[src/rtl/sola_pkg.sv]
package sola_pkg;

    localparam int CAPACITY_NODES_DEF = 64;
    localparam int DATA_WIDTH_DEF     = 32;
    localparam int CMD_W              = 2;
    localparam int ELEM_W             = 32;

    localparam logic [CMD_W-1:0] OP_SEARCH = 2'd0;
    localparam logic [CMD_W-1:0] OP_ADD    = 2'd1;
    localparam logic [CMD_W-1:0] OP_REMOVE = 2'd2;

    // commands from controller to datapath
    typedef struct packed {
        logic load_in;
        logic rd_head;
        logic rd_next;
        logic rd_free;
        logic add_w1;
        logic add_w2;
        logic rm_w1;
        logic rm_w2;
        logic set_ok;
        logic load_out;
    } sola_cmd_t;

    // status from datapath to controller
    typedef struct packed {
        logic [CMD_W-1:0] op;
        logic             head_valid;
        logic             free_valid;
        logic             match;
        logic             walk_more;
        logic             out_free;
    } sola_stat_t;

endpackage

[src/rtl/sola_ctrl.sv]
module sola_ctrl
(
    input  logic                  clk,
    input  logic                  rst_n,
    input  logic                  in_valid,
    output logic                  in_ready,
    input  sola_pkg::sola_stat_t  stat,
    output sola_pkg::sola_cmd_t   cmd
);

    typedef enum logic [3:0] {
        S_IDLE,
        S_START,
        S_WALK,
        S_ADD_W1,
        S_ADD_W2,
        S_RM_W1,
        S_RM_W2,
        S_DONE
    } state_t;

    state_t state_reg;
    state_t state_next;
    logic   hit;
    logic   miss;

    assign in_ready = (state_reg == S_IDLE);

    assign hit  = (state_reg == S_WALK) && stat.match;
    assign miss = ((state_reg == S_START) && !stat.head_valid) ||
                  ((state_reg == S_WALK) && !stat.match && !stat.walk_more);

    always_comb
    begin
        state_next = state_reg;
        cmd        = '0;
        unique case (state_reg)
            S_IDLE:
            begin
                if (in_valid)
                begin
                    cmd.load_in = 1'b1;
                    state_next  = S_START;
                end
            end
            S_START:
            begin
                if (stat.op == sola_pkg::OP_SEARCH || stat.op == sola_pkg::OP_ADD ||
                    stat.op == sola_pkg::OP_REMOVE)
                begin
                    if (stat.head_valid)
                    begin
                        cmd.rd_head = 1'b1;
                        state_next  = S_WALK;
                    end
                end
                else
                begin
                    state_next = S_DONE;
                end
            end
            S_WALK:
            begin
                if (!stat.match && stat.walk_more)
                begin
                    cmd.rd_next = 1'b1;
                end
            end
            S_ADD_W1:
            begin
                cmd.add_w1 = 1'b1;
                state_next = S_ADD_W2;
            end
            S_ADD_W2:
            begin
                cmd.add_w2 = 1'b1;
                cmd.set_ok = 1'b1;
                state_next = S_DONE;
            end
            S_RM_W1:
            begin
                cmd.rm_w1  = 1'b1;
                state_next = S_RM_W2;
            end
            S_RM_W2:
            begin
                cmd.rm_w2  = 1'b1;
                cmd.set_ok = 1'b1;
                state_next = S_DONE;
            end
            S_DONE:
            begin
                // hold until the output register can take the word
                if (stat.out_free)
                begin
                    cmd.load_out = 1'b1;
                    state_next   = S_IDLE;
                end
            end
            default:
            begin
                state_next = S_IDLE;
            end
        endcase

        if (hit)
        begin
            if (stat.op == sola_pkg::OP_REMOVE)
            begin
                state_next = S_RM_W1;
            end
            else
            begin
                cmd.set_ok = (stat.op == sola_pkg::OP_SEARCH);
                state_next = S_DONE;
            end
        end

        if (miss)
        begin
            if (stat.op == sola_pkg::OP_ADD && stat.free_valid)
            begin
                cmd.rd_free = 1'b1;
                state_next  = S_ADD_W1;
            end
            else
            begin
                state_next = S_DONE;
            end
        end
    end

    always_ff @(posedge clk or negedge rst_n)
    begin
        if (!rst_n)
        begin
            state_reg <= S_IDLE;
        end
        else
        begin
            state_reg <= state_next;
        end
    end

endmodule

[src/rtl/sola_dp.sv]
module sola_dp
#(
    parameter int CAPACITY_NODES = sola_pkg::CAPACITY_NODES_DEF,
    parameter int DATA_WIDTH     = sola_pkg::DATA_WIDTH_DEF,
    localparam int CNT_W         = $clog2(CAPACITY_NODES + 1)
)
(
    input  logic                          clk,
    input  logic                          rst_n,
    input  sola_pkg::sola_cmd_t           cmd,
    output sola_pkg::sola_stat_t          stat,
    input  logic [sola_pkg::CMD_W-1:0]    in_cmd,
    input  logic [sola_pkg::ELEM_W-1:0]   in_elem,
    input  logic                          out_ready,
    output logic                          out_valid,
    output logic                          out_success,
    output logic [CNT_W-1:0]              out_count,
    output logic                          out_empty
);

    localparam int IW = $clog2(CAPACITY_NODES);
    localparam int LW = IW + 1;
    localparam int SW = CNT_W;
    localparam logic [LW-1:0] NIL   = '1;
    localparam logic [LW-1:0] CAP_L = LW'(CAPACITY_NODES);
    localparam logic [SW-1:0] CAP_S = SW'(CAPACITY_NODES);

    logic [DATA_WIDTH-1:0] val_mem  [CAPACITY_NODES];
    logic [LW-1:0]         next_mem [CAPACITY_NODES];
    logic [LW-1:0]         prev_mem [CAPACITY_NODES];

    logic [sola_pkg::CMD_W-1:0] op_reg;
    logic [DATA_WIDTH-1:0]      v_reg;
    logic [LW-1:0]              head_reg,  head_next;
    logic [LW-1:0]              tail_reg,  tail_next;
    logic [LW-1:0]              free_reg,  free_next;
    logic [LW-1:0]              hw_reg,    hw_next;
    logic [CNT_W-1:0]           count_reg, count_next;
    logic [LW-1:0]              cur_reg,   cur_next;
    logic [SW-1:0]              steps_reg, steps_next;
    logic                       ok_reg,    ok_next;
    logic                       out_valid_reg;
    logic                       out_success_reg;
    logic [CNT_W-1:0]           out_count_reg;
    logic                       out_empty_reg;

    logic [DATA_WIDTH-1:0] rd_val;
    logic [LW-1:0]         rd_next;
    logic [LW-1:0]         rd_prev;

    logic                  head_ok, tail_ok, free_ok, p_ok, q_ok, virgin;
    logic [LW-1:0]         cur_inc, virgin_next;
    logic [SW-1:0]         steps_inc;
    logic                  rd_en;
    logic [LW-1:0]         rd_addr;

    logic                  next_we, prev_we, val_we;
    logic [LW-1:0]         next_wa, prev_wa;
    logic [LW-1:0]         next_wd, prev_wd;

    assign head_ok   = head_reg < CAP_L;
    assign tail_ok   = tail_reg < CAP_L;
    assign free_ok   = free_reg < CAP_L;
    assign p_ok      = rd_prev < CAP_L;
    assign q_ok      = rd_next < CAP_L;
    // nodes at or above the high-water mark were never allocated: their link is i plus one, or NIL for the last node
    assign virgin      = cur_reg >= hw_reg;
    assign cur_inc     = cur_reg + LW'(1);
    assign virgin_next = (cur_inc < CAP_L) ? cur_inc : NIL;
    assign steps_inc   = steps_reg + SW'(1);

    assign stat.op         = op_reg;
    assign stat.head_valid = head_ok;
    assign stat.free_valid = free_ok;
    assign stat.match      = (rd_val == v_reg);
    assign stat.walk_more  = q_ok && (steps_inc < CAP_S);
    assign stat.out_free   = !out_valid_reg || out_ready;

    assign rd_en   = cmd.rd_head || cmd.rd_next || cmd.rd_free;
    assign rd_addr = cmd.rd_head ? head_reg : (cmd.rd_next ? rd_next : free_reg);

    always_comb
    begin
        next_we = 1'b0;
        next_wa = cur_reg;
        next_wd = NIL;
        prev_we = 1'b0;
        prev_wa = cur_reg;
        prev_wd = NIL;
        val_we  = cmd.add_w1;
        if (cmd.add_w1)
        begin
            next_we = head_ok && tail_ok;
            next_wa = tail_reg;
            next_wd = cur_reg;
            prev_we = 1'b1;
            prev_wd = tail_reg;
        end
        else if (cmd.add_w2)
        begin
            next_we = 1'b1;
        end
        else if (cmd.rm_w1)
        begin
            next_we = p_ok;
            next_wa = rd_prev;
            next_wd = rd_next;
            prev_we = q_ok;
            prev_wa = rd_next;
            prev_wd = rd_prev;
        end
        else if (cmd.rm_w2)
        begin
            next_we = 1'b1;
            next_wd = free_reg;
            prev_we = 1'b1;
        end
    end

    always_comb
    begin
        head_next  = head_reg;
        tail_next  = tail_reg;
        free_next  = free_reg;
        hw_next    = hw_reg;
        count_next = count_reg;
        cur_next   = cur_reg;
        steps_next = steps_reg;
        ok_next    = ok_reg;

        if (cmd.load_in)
        begin
            ok_next = 1'b0;
        end
        if (cmd.set_ok)
        begin
            ok_next = 1'b1;
        end

        if (cmd.rd_head)
        begin
            cur_next   = head_reg;
            steps_next = '0;
        end
        else if (cmd.rd_next)
        begin
            cur_next   = rd_next;
            steps_next = steps_inc;
        end
        else if (cmd.rd_free)
        begin
            cur_next = free_reg;
        end

        if (cmd.add_w1)
        begin
            free_next = virgin ? virgin_next : rd_next;
            if (virgin)
            begin
                hw_next = cur_inc;
            end
        end
        if (cmd.add_w2)
        begin
            tail_next  = cur_reg;
            count_next = count_reg + CNT_W'(1);
            if (!head_ok)
            begin
                head_next = cur_reg;
            end
        end
        if (cmd.rm_w1)
        begin
            if (!p_ok)
            begin
                head_next = rd_next;
            end
            if (!q_ok)
            begin
                tail_next = rd_prev;
            end
        end
        if (cmd.rm_w2)
        begin
            free_next = cur_reg;
            if (count_reg != '0)
            begin
                count_next = count_reg - CNT_W'(1);
            end
        end
    end

    always_ff @(posedge clk)
    begin
        if (val_we)
        begin
            val_mem[cur_reg[IW-1:0]] <= v_reg;
        end
        if (next_we)
        begin
            next_mem[next_wa[IW-1:0]] <= next_wd;
        end
        if (prev_we)
        begin
            prev_mem[prev_wa[IW-1:0]] <= prev_wd;
        end
        if (rd_en)
        begin
            rd_val  <= val_mem[rd_addr[IW-1:0]];
            rd_next <= next_mem[rd_addr[IW-1:0]];
            rd_prev <= prev_mem[rd_addr[IW-1:0]];
        end
    end

    always_ff @(posedge clk)
    begin
        cur_reg   <= cur_next;
        steps_reg <= steps_next;
        ok_reg    <= ok_next;
        if (cmd.load_in)
        begin
            op_reg <= in_cmd;
            v_reg  <= DATA_WIDTH'(signed'(in_elem));
        end
        if (cmd.load_out)
        begin
            out_success_reg <= ok_reg;
            out_count_reg   <= count_reg;
            out_empty_reg   <= (count_reg == '0);
        end
    end

    always_ff @(posedge clk or negedge rst_n)
    begin
        if (!rst_n)
        begin
            head_reg      <= NIL;
            tail_reg      <= NIL;
            free_reg      <= '0;
            hw_reg        <= '0;
            count_reg     <= '0;
            out_valid_reg <= 1'b0;
        end
        else
        begin
            head_reg  <= head_next;
            tail_reg  <= tail_next;
            free_reg  <= free_next;
            hw_reg    <= hw_next;
            count_reg <= count_next;
            if (cmd.load_out)
            begin
                out_valid_reg <= 1'b1;
            end
            else if (out_ready)
            begin
                out_valid_reg <= 1'b0;
            end
        end
    end

    assign out_valid   = out_valid_reg;
    assign out_success = out_success_reg;
    assign out_count   = out_count_reg;
    assign out_empty   = out_empty_reg;

endmodule

[src/rtl/set_on_linked_array.sv]
// Operation: a word is taken, the list is walked one node per cycle from the head,
// then add and remove take up to two link-update steps (W1, W2) before the result word
// is loaded; k nodes are visited, at most CAPACITY_NODES. A new word is accepted only
// once the previous result has been loaded into the output register.
// Reset (rst_n, async, active low) empties the set at once; never-used nodes are
// tracked by a high-water mark, so no clearing pass is needed.
module set_on_linked_array
#(
    parameter int CAPACITY_NODES = sola_pkg::CAPACITY_NODES_DEF,
    parameter int DATA_WIDTH     = sola_pkg::DATA_WIDTH_DEF,
    localparam int CNT_W         = $clog2(CAPACITY_NODES + 1),
    localparam int IN_W          = ((sola_pkg::CMD_W + sola_pkg::ELEM_W + 7) / 8) * 8,
    localparam int OUT_W         = ((CNT_W + 2 + 7) / 8) * 8
)
(
    input  logic             clk,
    input  logic             rst_n,
    input  logic             s_axis_tvalid,
    output logic             s_axis_tready,
    input  logic [IN_W-1:0]  s_axis_tdata,   // cmd, element
    output logic             m_axis_tvalid,
    input  logic             m_axis_tready,
    output logic [OUT_W-1:0] m_axis_tdata    // success, count, is_empty
);

    sola_pkg::sola_cmd_t  cmd;
    sola_pkg::sola_stat_t stat;
    logic                 success;
    logic [CNT_W-1:0]     count;
    logic                 is_empty;

    sola_ctrl u_ctrl
    (
        .clk      (clk),
        .rst_n    (rst_n),
        .in_valid (s_axis_tvalid),
        .in_ready (s_axis_tready),
        .stat     (stat),
        .cmd      (cmd)
    );

    sola_dp
    #(
        .CAPACITY_NODES (CAPACITY_NODES),
        .DATA_WIDTH     (DATA_WIDTH)
    )
    u_dp
    (
        .clk         (clk),
        .rst_n       (rst_n),
        .cmd         (cmd),
        .stat        (stat),
        .in_cmd      (s_axis_tdata[sola_pkg::CMD_W-1:0]),
        .in_elem     (s_axis_tdata[sola_pkg::CMD_W +: sola_pkg::ELEM_W]),
        .out_ready   (m_axis_tready),
        .out_valid   (m_axis_tvalid),
        .out_success (success),
        .out_count   (count),
        .out_empty   (is_empty)
    );

    assign m_axis_tdata = OUT_W'({is_empty, count, success});

endmodule

[config.mk]
export PLATFORM = sky130hd
export DESIGN_NAME = set_on_linked_array
export DESIGN_NICKNAME = d
export VERILOG_FILES = /design/src/rtl/sola_pkg.sv /design/src/rtl/sola_ctrl.sv /design/src/rtl/sola_dp.sv /design/src/rtl/set_on_linked_array.sv
export SDC_FILE = /design/constraint.sdc
export NUM_CORES = 2
export LEC_CHECK = 0
export BUFFER_PORTS_ARGS = -buffer_cell sky130_fd_sc_hd__buf_2
export CORE_AREA = 5 5 526 528
export CTS_CLUSTER_DIAMETER = 200
export CTS_CLUSTER_SIZE = 25
export DETAILED_ROUTE_END_ITERATION = 6
export DIE_AREA = 0 0 531 533
export PLACE_DENSITY = 0.57
export REMOVE_ABC_BUFFERS = 1
export SYNTH_ARGS = -nofsm -noshare
export SYNTH_HDL_FRONTEND = slang
export SYNTH_HIERARCHICAL = 1
export SYNTH_SLANG_ARGS = --single-unit
[constraint.sdc]
create_clock -name clk -period 9.9 [get_ports clk]
set_input_delay 0.99 -clock clk [delete_from_list [all_inputs] [get_ports clk]]
set_output_delay 0.99 -clock clk [all_outputs]
set_load 0.02 [all_outputs]
==> reports/metrics.cfg <==
[status]
status = finished with violations
failed_checks = design-rule violations

[clock_tree]
cts_resized = 0
htreeDepth = 4
clk-insertion-delay-late_ps = 830
cts_buffers = 141
root_buffer = clkbuf_16
post-cts-setup-buffers = 0
cts.sinks = 3087
cts.path.max_buffers = 3
ctsHoldBuffers = 0
clkTransAtPathRegs_ps = 90
cts_tree = built

[setup_path]
worstSetupEndpointType = register
critical_path.max_stage_delay_ps = 950
cp_cell_sequence = buf_4, xor2_1, nor4_1, nand4_1, nor2_1, buf_4, nand3b_1, nor3_2, buf_4, mux2_4, o21ai_4, inv_8, buf_4, mux2i_1, a221oi_1, a211oi_1, o22ai_1, a221o_1
setup.worst_path.class = register to register
crit_required_ps = 10470
worstSetupStartpoint = u_dp/v_reg[16]$_DFFE_PP_
rr_startpoint = u_dp/v_reg[16]$_DFFE_PP_
critPathArrivalTime_ps = 7860
start_kind = register
critPathBufInv = 5
cpMostUsedCell = buf_4
path_delay_family = buffers and inverters
crit_slowest_cell = a211oi_1
cp_max_fo = 108

[sta]
final-setup-viol-count = 0
finClkSkew_ps = 52.2
worst_slack_ps = 2610
finalCritPeriodShare_pct = 73.7
max_slew_margin_pct = 22.8
hold_viol_final = 0
fmax_mhz = 137
finalMaxSlewViolations = 0
tightest_slew_ps = 1150
setup_tns_ps = 0
layout_min_cycle_time_ps = 7290
rsz0062_at_grt = no

[power]
power_mw = 42.4
cellLeakagePower_nw = 41.2
ir_worst_vdd_mv = 0.493
p_per_area_nw_per_um2 = 326

[routing]
drtIter0Drc = 8909
wl_um = 328000
drc = 1
routedWlPerCell_um = 27.8
ant_nets = 0
vias = 71700
dr.pass1.iters = 7
vias_per_cell = 6.09

[global_route]
met2_usage_pct = 35.4
gr-usage-met1_pct = 32.4
grt_usage_pct = 22.5
grt_start_max_net_pins = 185
use_met3_pct = 3.05
gr-max-usage-layer = met2
grt_antenna_before_repair = 8
grt.overflow.total = 0
grt_pass1_wl_um = 472000
grt_pass1_vias = 68000

[die]
num_rows = 192
chipWidth_um = 531
io_pins = 62
fp.dieH_um = 533
start_util_pct = 44.6
die_area_um2 = 283000
core_um2 = 272000

[cells_and_area]
most-common-layout-cells = 3040 x edfxtp_1, 1930 x nand2_1, 762 x a21oi_1
nets = 8218
syn2layout_area_growth_pct = 7.19
instances_no_fill = 11800
largest_reg_flops = 2048
layout_commonest_cell = edfxtp_1
final_util_pct = 47.9
drive_above_1_share_pct = 6.66

[synth]
async_flop_share_pct = 1.26
syn_avg_cell_area_um2 = 14.5
synthFlopType = edfxtp_1
ys_warn_count = 6
synth_edf_count = 3040
yosysSeqAreaShare_pct = 76.1
netlist_instances = 8353
synth-seq-cells = 3087
synth_cell_types = 60
syn-cell-area_um2 = 121000

[placement]
gp_congestion = 0.856
port_buffers = 48
dp.cells = 11600
place_ws_ps = 2880
hpwl_um = 174000

[job]
timing.max_cap.violations = 0

[hold_path]
worstHoldPathType = primary input to asynchronous set/reset pin

-- worst reg2reg max path, cell delays in order, from the launching register on --
cell	delay [ps]
edfxtp_1	370
buf_4	430
xor2_1	300
nor4_1	830
nand4_1	290
nor2_1	210
buf_4	260
nand3b_1	180
nor3_2	50
buf_4	230
mux2_4	240
o21ai_4	110
inv_8	550
buf_4	900
mux2i_1	270
a221oi_1	100
a211oi_1	950
o22ai_1	410
a221o_1	360
-- per-layer routing --
layer / wire length [um] / up-vias / part of all wire [%]
met1: 139000 / 36900 / 42
li1: - / 31600 / -
met3: 23400 / 456 / 7.1
met2: 153000 / 2682 / 47
met4: 12800 / 2 / 3.9
met5: 13 / - / 0.0040
-- Yosys cell counts, drive strengths merged, types with 11 or more instances --
master / number / area [um^2]
o22ai: 235 / 1470
a211o: 90 / 788
a211oi: 93 / 698
nor3: 15 / 75.1
nor4: 11 / 68.8
nand2: 1934 / 7260
xor2: 42 / 368
nand2b: 17 / 106
nor2: 255 / 957
a32o: 369 / 3690
a32oi: 184 / 1610
o21ai: 46 / 238
ha: 12 / 150
a21oi: 763 / 3820
nor2b: 11 / 68.8
mux2i: 215 / 2150
dfstp: 14 / 368
inv: 27 / 101
buf: 240 / 1140
nand3: 18 / 90.1
a221o: 46 / 460
dfrtp: 25 / 626
a221oi: 183 / 1600
clkbuf: 376 / 1410
edfxtp: 3040 / 91300
-- cell families (layout without fill, tap and decap cells) --
| group | Yosys count | in the layout | synth area share [%] |
|---|---|---|---|
| xor+xnor | 50 | 50 | 0.361 |
| flops | 3087 | 3087 | 76.1 |
| other cells | 1 | 8 | 0.00309 |
| compound gates | 2041 | 2041 | 12.1 |
| buf+inv | 643 | 477 | 2.19 |
| simple gates | 2302 | 2302 | 7.34 |
| fa+ha+maj | 12 | 12 | 0.124 |
| mux | 217 | 217 | 1.79 |
-- power by group --
part	internal, mW	switching [mW]
logic	6.00	13.7
registers	15.8	0.315
clock network	2.71	3.85
total	24.5	17.9
-- worst paths after layout --
kind / slack [ps] / endpoint / cells past startpoint
min in group clk: 340 / u_dp/op_reg[0]$_DFFE_PP_ / 1
setup reg to reg: 2610 / u_dp/rd_val[0]$_DFFE_PP_ / 18
hold reg to reg: 440 / u_dp/out_success$_DFFE_PP_ / 0
hold / removal: 330 / u_dp/out_valid$_DFFE_PN0P_ / 1
setup / recovery: 2610 / u_dp/rd_val[0]$_DFFE_PP_ / 18
max in group asynchronous: 8910 / u_dp/hw_reg[3]$_DFFE_PN0P_ / 1
-- area by class of cell --
type / count / area, um^2
Antenna cell: 1 / 2.50
Timing Repair Buffer: 276 / 2240
Multi-Input combinational cell: 4629 / 27000
Clock inverter: 8 / 77.6
Sequential cell: 3087 / 92400
Tap cell: 3589 / 4490
Fill cell: 23100 / 142000
Clock buffer: 166 / 3750
Inverter: 27 / 109
-- through the flow --
| step | area (um^2) | hold WS, ps |
|---|---|---|
| global route | 130000 | 285 |
| global placement | 126000 | 418 |
| detailed placement | 126000 | 432 |
| floorplan | 119000 | 409 |
| finish | 130000 | 328 |
| CTS | 130000 | 271 |
Note: power is estimated with default switching activity, not from simulation.
